===== src/design/i2cseq_pkg.sv =====
package i2cseq_pkg;

  localparam int unsigned InDataW  = 48;
  localparam int unsigned OutDataW = 48;

  typedef enum logic [2:0] {
    PH_IDLE  = 3'd0,
    PH_START = 3'd1,
    PH_ADDR  = 3'd2,
    PH_PREP  = 3'd3,
    PH_SENT  = 3'd4,
    PH_GET   = 3'd5,
    PH_GOT   = 3'd6,
    PH_STOP  = 3'd7
  } phase_e;

  typedef enum logic [1:0] {
    OUT_BUSY = 2'd0,
    OUT_OK   = 2'd1,
    OUT_FAIL = 2'd2
  } outcome_e;

  localparam logic [7:0] StStart   = 8'h08;
  localparam logic [7:0] StMtSla   = 8'h18;
  localparam logic [7:0] StMtData  = 8'h28;
  localparam logic [7:0] StMrSla   = 8'h40;
  localparam logic [7:0] StMrData  = 8'h50;
  localparam logic [7:0] StMrNack  = 8'h58;

  typedef struct packed {
    logic       req_type;
    logic [6:0] device_addr;
    logic [7:0] byte_count;
    logic [7:0] write_byte;
    logic       engine_busy;
    logic       stop_pending;
    logic [7:0] bus_status;
    logic [7:0] read_byte;
  } poll_t;

  typedef struct packed {
    logic [1:0] outcome;
    logic       issue_command;
    logic       cmd_start;
    logic       cmd_stop;
    logic       cmd_ack;
    logic       cmd_enable;
    logic       load_data;
    logic [7:0] data_out;
    logic       got_byte;
    logic [7:0] got_data;
    logic [7:0] byte_index;
    logic [7:0] bytes_done;
  } result_t;

endpackage


===== src/design/i2cseq_poll.sv =====
module i2cseq_poll
  import i2cseq_pkg::*;
(
  input  logic    clk_i,
  input  logic    rst_ni,
  input  logic    en_i,
  input  poll_t   item_i,
  output result_t res_o
);

  phase_e     wr_phase_q, wr_phase_d;
  phase_e     rd_phase_q, rd_phase_d;
  logic [7:0] wr_count_q, wr_count_d;
  logic [7:0] rd_count_q, rd_count_d;
  logic [7:0] rd_left;
  logic       rd_last;
  result_t    res;

  assign rd_left = item_i.byte_count - rd_count_q;
  assign rd_last = (rd_left == 8'd1);

  always_comb begin
    res        = '0;
    res.outcome = OUT_BUSY;
    wr_phase_d = wr_phase_q;
    rd_phase_d = rd_phase_q;
    wr_count_d = wr_count_q;
    rd_count_d = rd_count_q;
    if (!item_i.req_type) begin
      unique case (wr_phase_q)
        PH_START: begin
          if (!item_i.engine_busy) begin
            if (item_i.bus_status != StStart) begin
              res.issue_command = 1'b1;
              res.cmd_stop      = 1'b1;
              res.outcome       = OUT_FAIL;
              wr_phase_d        = PH_IDLE;
            end else begin
              res.load_data     = 1'b1;
              res.data_out      = {item_i.device_addr, 1'b0};
              res.issue_command = 1'b1;
              res.cmd_enable    = 1'b1;
              wr_phase_d        = PH_ADDR;
            end
          end
        end
        PH_ADDR, PH_PREP: begin
          if (wr_phase_q == PH_ADDR && !item_i.engine_busy &&
              item_i.bus_status != StMtSla) begin
            res.outcome = OUT_FAIL;
            wr_phase_d  = PH_IDLE;
          end else if (wr_phase_q == PH_PREP || !item_i.engine_busy) begin
            res.load_data     = 1'b1;
            res.data_out      = item_i.write_byte;
            res.byte_index    = wr_count_q;
            res.issue_command = 1'b1;
            res.cmd_enable    = 1'b1;
            wr_phase_d        = PH_SENT;
          end
        end
        PH_SENT: begin
          if (!item_i.engine_busy) begin
            if (item_i.bus_status != StMtData) begin
              res.outcome = OUT_FAIL;
              wr_phase_d  = PH_IDLE;
            end else begin
              wr_count_d = wr_count_q + 8'd1;
              if (wr_count_d == item_i.byte_count) begin
                res.issue_command = 1'b1;
                res.cmd_stop      = 1'b1;
                res.cmd_enable    = 1'b1;
                wr_phase_d        = PH_STOP;
              end else begin
                wr_phase_d = PH_PREP;
              end
            end
          end
        end
        PH_STOP: begin
          if (!item_i.stop_pending) begin
            res.outcome = OUT_OK;
            wr_phase_d  = PH_IDLE;
          end
        end
        default: begin
          wr_count_d        = '0;
          res.issue_command = 1'b1;
          res.cmd_start     = 1'b1;
          res.cmd_enable    = 1'b1;
          wr_phase_d        = PH_START;
        end
      endcase
      res.bytes_done = wr_count_d;
    end else begin
      unique case (rd_phase_q)
        PH_START: begin
          if (!item_i.engine_busy) begin
            if (item_i.bus_status != StStart) begin
              res.issue_command = 1'b1;
              res.cmd_stop      = 1'b1;
              res.outcome       = OUT_FAIL;
              rd_phase_d        = PH_IDLE;
            end else begin
              res.load_data     = 1'b1;
              res.data_out      = {item_i.device_addr, 1'b1};
              res.issue_command = 1'b1;
              res.cmd_enable    = 1'b1;
              rd_phase_d        = PH_ADDR;
            end
          end
        end
        PH_ADDR, PH_GET: begin
          if (rd_phase_q == PH_ADDR && !item_i.engine_busy &&
              item_i.bus_status != StMrSla) begin
            res.outcome = OUT_FAIL;
            rd_phase_d  = PH_IDLE;
          end else if (rd_phase_q == PH_GET || !item_i.engine_busy) begin
            res.issue_command = 1'b1;
            res.cmd_ack       = !rd_last;
            res.cmd_enable    = 1'b1;
            rd_phase_d        = PH_GOT;
          end
        end
        PH_GOT: begin
          if (!item_i.engine_busy) begin
            if (item_i.bus_status != (rd_last ? StMrNack : StMrData)) begin
              res.outcome = OUT_FAIL;
              rd_phase_d  = PH_IDLE;
            end else begin
              res.got_byte   = 1'b1;
              res.got_data   = item_i.read_byte;
              res.byte_index = rd_count_q;
              rd_count_d     = rd_count_q + 8'd1;
              if (rd_count_d == item_i.byte_count) begin
                res.issue_command = 1'b1;
                res.cmd_stop      = 1'b1;
                res.cmd_enable    = 1'b1;
                rd_phase_d        = PH_STOP;
              end else begin
                rd_phase_d = PH_GET;
              end
            end
          end
        end
        PH_STOP: begin
          if (!item_i.stop_pending) begin
            res.outcome = OUT_OK;
            rd_phase_d  = PH_IDLE;
          end
        end
        default: begin
          rd_count_d        = '0;
          res.issue_command = 1'b1;
          res.cmd_start     = 1'b1;
          res.cmd_enable    = 1'b1;
          rd_phase_d        = PH_START;
        end
      endcase
      res.bytes_done = rd_count_d;
    end
  end

  assign res_o = res;

  always_ff @(posedge clk_i or negedge rst_ni) begin
    if (!rst_ni) begin
      wr_phase_q <= PH_IDLE;
      rd_phase_q <= PH_IDLE;
      wr_count_q <= '0;
      rd_count_q <= '0;
    end else if (en_i) begin
      wr_phase_q <= wr_phase_d;
      rd_phase_q <= rd_phase_d;
      wr_count_q <= wr_count_d;
      rd_count_q <= rd_count_d;
    end
  end

`ifndef SYNTHESIS
  a_wr_end_idle: assert property (@(posedge clk_i) disable iff (!rst_ni)
    en_i && !item_i.req_type && res.outcome != OUT_BUSY |=> wr_phase_q == PH_IDLE)
    else $error("write side not idle after finishing");
  a_rd_end_idle: assert property (@(posedge clk_i) disable iff (!rst_ni)
    en_i && item_i.req_type && res.outcome != OUT_BUSY |=> rd_phase_q == PH_IDLE)
    else $error("read side not idle after finishing");
  a_read_untouched: assert property (@(posedge clk_i) disable iff (!rst_ni)
    en_i && !item_i.req_type |=> rd_phase_q == $past(rd_phase_q) &&
    rd_count_q == $past(rd_count_q))
    else $error("write poll changed read state");
  a_cmd_flags: assert property (@(posedge clk_i) disable iff (!rst_ni)
    !res.issue_command |-> !res.cmd_start && !res.cmd_stop && !res.cmd_ack &&
    !res.cmd_enable)
    else $error("command flags without command");
`endif

endmodule


===== src/design/i2c_master_transaction_sequencer_core.sv =====
// I2C master transaction sequencer core.
// Each transfer on the slave-side stream is one poll of the write side
// (tuser 0) or the read side (tuser 1), carrying the byte engine's busy and
// stop-pending flags, its status code and its received byte. Each poll yields
// exactly one result transfer on the master-side stream: the outcome (in
// progress, ok, failed), at most one engine command, an optional byte for the
// engine transmit register, an optional received byte, and byte counters.
// A poll is registered on entry, evaluated combinationally by the sequencer
// logic, and its result is registered on the way out. One poll per cycle is
// sustained while the master side does not stall. When the master side
// stalls, the result register holds and the input register fills; the slave
// side then deasserts tready until the result is taken. Polls are evaluated
// strictly in order. Reset clears both phases to idle, both byte counters to
// zero and empties both registers.
module i2c_master_transaction_sequencer_core
  import i2cseq_pkg::*;
(
  input  logic                clk_i,
  input  logic                rst_ni,
  input  logic                s_axis_tvalid,
  output logic                s_axis_tready,
  // device_addr[6:0], byte_count[14:7], write_byte[22:15], engine_busy[23],
  // stop_pending[24], bus_status[32:25], read_byte[40:33], zero[47:41]
  input  logic [InDataW-1:0]  s_axis_tdata,
  // req_type[0]
  input  logic                s_axis_tuser,
  output logic                m_axis_tvalid,
  input  logic                m_axis_tready,
  // outcome[1:0], issue_command[2], cmd_start[3], cmd_stop[4], cmd_ack[5],
  // cmd_enable[6], load_data[7], data_out[15:8], got_byte[16], got_data[24:17],
  // byte_index[32:25], bytes_done[40:33], zero[47:41]
  output logic [OutDataW-1:0] m_axis_tdata
);

  logic    in_valid_q;
  poll_t   in_q;
  logic    out_valid_q;
  result_t out_q;
  result_t res;
  logic    advance;

  assign advance       = in_valid_q && (!out_valid_q || m_axis_tready);
  assign s_axis_tready = !in_valid_q || advance;

  always_ff @(posedge clk_i or negedge rst_ni) begin
    if (!rst_ni) begin
      in_valid_q  <= 1'b0;
      out_valid_q <= 1'b0;
    end else begin
      if (s_axis_tready) begin
        in_valid_q <= s_axis_tvalid;
      end
      if (advance) begin
        out_valid_q <= 1'b1;
      end else if (m_axis_tready) begin
        out_valid_q <= 1'b0;
      end
    end
  end

  always_ff @(posedge clk_i) begin
    if (s_axis_tready && s_axis_tvalid) begin
      in_q.req_type     <= s_axis_tuser;
      in_q.device_addr  <= s_axis_tdata[6:0];
      in_q.byte_count   <= s_axis_tdata[14:7];
      in_q.write_byte   <= s_axis_tdata[22:15];
      in_q.engine_busy  <= s_axis_tdata[23];
      in_q.stop_pending <= s_axis_tdata[24];
      in_q.bus_status   <= s_axis_tdata[32:25];
      in_q.read_byte    <= s_axis_tdata[40:33];
    end
    if (advance) begin
      out_q <= res;
    end
  end

  i2cseq_poll u_poll (
    .clk_i  (clk_i),
    .rst_ni (rst_ni),
    .en_i   (advance),
    .item_i (in_q),
    .res_o  (res)
  );

  assign m_axis_tvalid = out_valid_q;
  assign m_axis_tdata  = {7'd0, out_q.bytes_done, out_q.byte_index, out_q.got_data,
                          out_q.got_byte, out_q.data_out, out_q.load_data,
                          out_q.cmd_enable, out_q.cmd_ack, out_q.cmd_stop,
                          out_q.cmd_start, out_q.issue_command, out_q.outcome};

`ifndef SYNTHESIS
  a_out_hold: assert property (@(posedge clk_i) disable iff (!rst_ni)
    m_axis_tvalid && !m_axis_tready |=> m_axis_tvalid && $stable(m_axis_tdata))
    else $error("result changed while stalled");
  a_in_full_stall: assert property (@(posedge clk_i) disable iff (!rst_ni)
    in_valid_q && out_valid_q && !m_axis_tready |-> !s_axis_tready)
    else $error("input taken while both registers are full");
  a_advance_fills: assert property (@(posedge clk_i) disable iff (!rst_ni)
    advance |=> m_axis_tvalid)
    else $error("evaluated poll lost its result");
`endif

endmodule


===== config.mk =====
export PLATFORM = sky130hd
export DESIGN_NAME = i2c_master_transaction_sequencer_core
export DESIGN_NICKNAME = d
export VERILOG_FILES = /design/src/design/i2cseq_pkg.sv /design/src/design/i2cseq_poll.sv /design/src/design/i2c_master_transaction_sequencer_core.sv
export SDC_FILE = /design/constraint.sdc
export NUM_CORES = 1
export LEC_CHECK = 0
export ABC_AREA = 1
export BUFFER_PORTS_ARGS = -buffer_cell sky130_fd_sc_hd__buf_2
export CAP_MARGIN = 20
export CORE_MARGIN = 1.5
export CORE_UTILIZATION = 53
export DETAILED_ROUTE_END_ITERATION = 10
export PLACE_DENSITY = 0.8
export SYNTH_ARGS = -nofsm -noshare
export SYNTH_HDL_FRONTEND = slang
export SYNTH_SLANG_ARGS = --single-unit

===== constraint.sdc =====
create_clock -name clk_i -period 7.3 [get_ports clk_i]
set_input_delay 1.095 -clock clk_i [delete_from_list [all_inputs] [get_ports clk_i]]
set_output_delay 1.095 -clock clk_i [all_outputs]
set_load 0.01 [all_outputs]

==> key figures <==
Status
  • Run status: finished clean

STA
  • Max-slew violation total from the final report: 0
  • Highest achievable clock rate: 305 MHz
  • Hold Fails Final Rpt: 0
  • Worst setup margin: 4.02 ns
  • Max-slew headroom at the worst pin: 35.9%
  • WHS: 0.531 ns
  • Final clock period utilization by the worst path: 44.9%
  • Final total negative setup slack: 0 ns
  • Final number of setup-violating endpoints: 0
  • Actual slew at the worst max-slew pin: 0.958 ns
  • Clock period minus final worst setup slack: 3.28 ns
  • Worst clock skew on the final layout: 0.0151 ns
  • RSZ-0062 raised after global routing: false

Worst setup path
  • Path length in cells of the critical path: 19
  • Cell type of the slowest stage on the worst timing path: sky130_fd_sc_hd__dfrtp_1
  • Critical path startpoint category: flip-flop
  • FF-to-FF path depth: 19
  • Startpoint of the worst-slack reg-to-reg timing path: u_poll.rd_count_q[0]$_DFFE_PN0P_
  • Reg-to-reg critical path endpoint: m_axis_tdata[33]$_DFFE_PP_
  • Maximum fanout along the worst path: 9
  • Cell repeated most along the worst path: sky130_fd_sc_hd__nand2_1
  • Worst Setup SP: u_poll.rd_count_q[0]$_DFFE_PN0P_
  • Buf+Inv Stages, Crit Path: 2
  • Arrival time at the worst endpoint: 3.38 ns
  • Family of cells with the greatest summed delay on the critical path: simple AND/OR/NAND/NOR gates
  • Crit path cell chain: ha_1, fa_1, inv_1, nand2_1, nand2_1, nand3_2, nand3_1, nand2_1, nor2_2, nand2_1, nand2_1, nand2_4, nand2_4, inv_2, ha_1, o21ai_0, o22ai_1, nand2_1, o21ai_1
  • Startpoint-to-endpoint class of the critical path: reg2reg
  • Critical Path End: m_axis_tdata[33]$_DFFE_PP_
  • Peak per-stage delay on the critical path: 0.47 ns
  • Kind of end point of the critical path: flip-flop
  • Required time of the critical path: 7.40 ns
  • Register-to-Register Setup Slack: 4.02 ns

Route
  • Drt total wl: 13300 um
  • Count of unresolved DRC violations after routing: 0
  • Number of nets with antenna violations after routing: 0
  • First-pass detailed-route iteration total: 5
  • Per-cell routed wire length: 15.1 um
  • Detailed Route Iter0 Violations: 373
  • Via density per instance: 5.45
  • Number of vias in the routed layout: 4813

Place
  • Global placer's final weighted congestion: 0.913
  • Number of buffers inserted by port buffering: 88
  • HPWL Detailed: 9820 um
  • Post-Place Setup Slack: 4.08 ns

Logic synthesis
  • Average size of a mapped cell: 8.81 sq um
  • Biggest area contributors in the synthesized netlist: sky130_fd_sc_hd__edfxtp_1, sky130_fd_sc_hd__nand2_1, sky130_fd_sc_hd__dfrtp_1
  • Dominant cell type by area after synthesis: sky130_fd_sc_hd__edfxtp_1
  • FFs w/ async S/R, synth: 22.4%
  • Warnings from Yosys: 0
  • Cell count after synthesis: 651
  • Most used flip-flop cell after synthesis: sky130_fd_sc_hd__edfxtp_1
  • Post-synth cell types: 44
  • Sequential share of the synthesized area: 53.9%
  • Cell area after synthesis: 5730 sq um
  • Number of enable flip-flop cells after synthesis: 83
  • Area fraction of the dominant cell type after synthesis: 43.5%
  • Synthesis-stage register bit count: 107

Finish
  • Number of inserted diodes: 0
  • # fillers: 868
  • Most frequent standard cell in the layout excluding fill and tap cells: sky130_fd_sc_hd__nand2_1
  • Signed area change from the synthesized netlist to the final layout: 13.2%
  • Proportion of layout cells with a drive suffix above 1: 18.1%
  • Final net count: 806
  • Leading cell types in the layout, fill and taps excluded: sky130_fd_sc_hd__nand2_1, sky130_fd_sc_hd__inv_1, sky130_fd_sc_hd__buf_2

Floorplan
  • Die Span X: 107 um
  • Initial standard-cell utilization of the core: 55.1%
  • DIE HEIGHT: 107 um
  • Floorplan row count: 37
  • Area of the core region: 10400 sq um
  • Area of the die: 11500 sq um
  • Number of top-level pins: 103

Clocking
  • Clock latency on the worst-skew pair: 0.38 ns
  • Count of instances resized after the clock tree is built: 0
  • Clock tree from TritonCTS: yes
  • Number of buffers inserted by post-CTS setup repair: 0
  • CTS clk-pin slew, worst paths: 0.10 ns
  • Buffers from clock root to sink, at most: 2
  • Clock buffers created by TritonCTS: 9
  • Number of hold buffers added after cts: 0
  • Clock Sink Count: 107
  • Clk root buf: sky130_fd_sc_hd__clkbuf_8
  • CTS H-Tree Depth: 3

Global route
  • Overflow left after global routing: 0
  • Via count of the first global-routing pass: 4626
  • Maximum number of pins on one net before global-route repair: 43
  • Aggregate global-route resource usage: 24.4%
  • Met3 track demand over resource: 4.80%
  • Met2 Track Usage GR: 41.0%
  • First-pass GRT wire length: 21400 um
  • Routing layer with the top usage in global route: met2
  • Initial antenna violation count: 0
  • Routing usage on met1: 30.3%

Power
  • Post-route total power: 1.45 mW
  • Power density cells: 223 nW/um^2
  • Peak supply drop: 0.000170 V
  • Leakage power: 3.00 nW

Min path
  • Class of the tightest hold or removal check: reg2reg

Job
  • Maximum capacitance violations: 0
[stage by stage]
step	util, %	instance area (sq um)	instances
2_1_floorplan	-	5760	657
3_3_place_gp	60.4	6290	867
3_5_place_dp	60.4	6290	867
4_1_cts	62.3	6490	883
5_1_grt	62.3	6490	883
6_report	62.3	6490	883
[worst min-delay path by stage]
stage                                     startpoint                          endpoint  slack (ns)  cells after the start
floorplan           u_poll.rd_count_q[6]$_DFFE_PN0P_  u_poll.rd_count_q[6]$_DFFE_PN0P_        0.47                      2
global placement    u_poll.rd_count_q[6]$_DFFE_PN0P_  u_poll.rd_count_q[6]$_DFFE_PN0P_        0.50                      2
detailed placement  u_poll.rd_count_q[6]$_DFFE_PN0P_  u_poll.rd_count_q[6]$_DFFE_PN0P_        0.50                      2
CTS                 u_poll.rd_count_q[6]$_DFFE_PN0P_  u_poll.rd_count_q[6]$_DFFE_PN0P_        0.53                      2
global route        u_poll.rd_count_q[6]$_DFFE_PN0P_  u_poll.rd_count_q[6]$_DFFE_PN0P_        0.57                      2
finish              u_poll.rd_count_q[6]$_DFFE_PN0P_  u_poll.rd_count_q[6]$_DFFE_PN0P_        0.53                      2
[final cells by class]
type	instances	area, sq um	area share (%)
flip-flops and latches	107	3090	47.7
inverters	102	383	5.90
clock buffers	10	128	1.97
well taps	136	170	2.62
multi-input cells	431	2180	33.6
clock inverters	6	71.3	1.10
repair buffers	91	463	7.13
[kinds of logic (layout without fill, tap and decap cells)]
family / after synthesis / in the layout / synth area share, %
compound gates: 81 / 81 / 7.83
xor+xnor: 15 / 15 / 2.29
fa+ha+maj: 11 / 11 / 2.53
buf+inv: 119 / 209 / 8.42
flops: 107 / 107 / 53.9
other cells: 1 / 7 / 0.0654
simple gates: 317 / 317 / 24.9
[worst reg2reg max path: cells and delay by family (launching register included)]
family | cells | cell delay [ns]
AO/OA/AOI/OAI | 3 | 0.36
adder cells (fa/ha/maj) | 3 | 0.98
buffers and inverters | 2 | 0.13
flip-flops | 1 | 0.47
AND/OR/NAND/NOR | 11 | 1.08
[report_power, final]
group	leakage (nW)	internal, mW	switching [mW]
clock network	0.0992	0.163	0.211
logic	1.76	0.0954	0.208
registers	1.14	0.733	0.0348
[synth_stat cells, types with 3 or more instances]
cell type and instances:
sky130_fd_sc_hd__nand2_1 185, sky130_fd_sc_hd__inv_1 96, sky130_fd_sc_hd__edfxtp_1 83, sky130_fd_sc_hd__nand3_1 39, sky130_fd_sc_hd__nor2_1 35, sky130_fd_sc_hd__o21ai_0 29, sky130_fd_sc_hd__dfrtp_1 24, sky130_fd_sc_hd__o21ai_1 18
sky130_fd_sc_hd__nor3_1 14, sky130_fd_sc_hd__a21oi_1 13, sky130_fd_sc_hd__o22ai_1 13, sky130_fd_sc_hd__nand4_1 12, sky130_fd_sc_hd__xor2_1 12, sky130_fd_sc_hd__nor2_2 11, sky130_fd_sc_hd__ha_1 10, sky130_fd_sc_hd__buf_4 7
sky130_fd_sc_hd__clkbuf_1 6, sky130_fd_sc_hd__inv_2 5, sky130_fd_sc_hd__or2_1 4, sky130_fd_sc_hd__nand3_2 3, sky130_fd_sc_hd__xnor2_1 3
[sequential cells by signal, summed over array words and instances, names as in the netlist]
signal,count
m_axis_tvalid,1
u_poll.rd_phase_q,3
in_valid_q,1
in_q,42
u_poll.rd_count_q,8
m_axis_tdata,41
u_poll.wr_phase_q,3
u_poll.wr_count_q,8
[metal layers]
layer | wire, um | part of all wire (%)
met1 | 5350 | 40
met2 | 6510 | 49
met3 | 909 | 6.8
met4 | 537 | 4.0
met5 | 0 | 0
No activity file was read; power rests on OpenSTA's default activity.
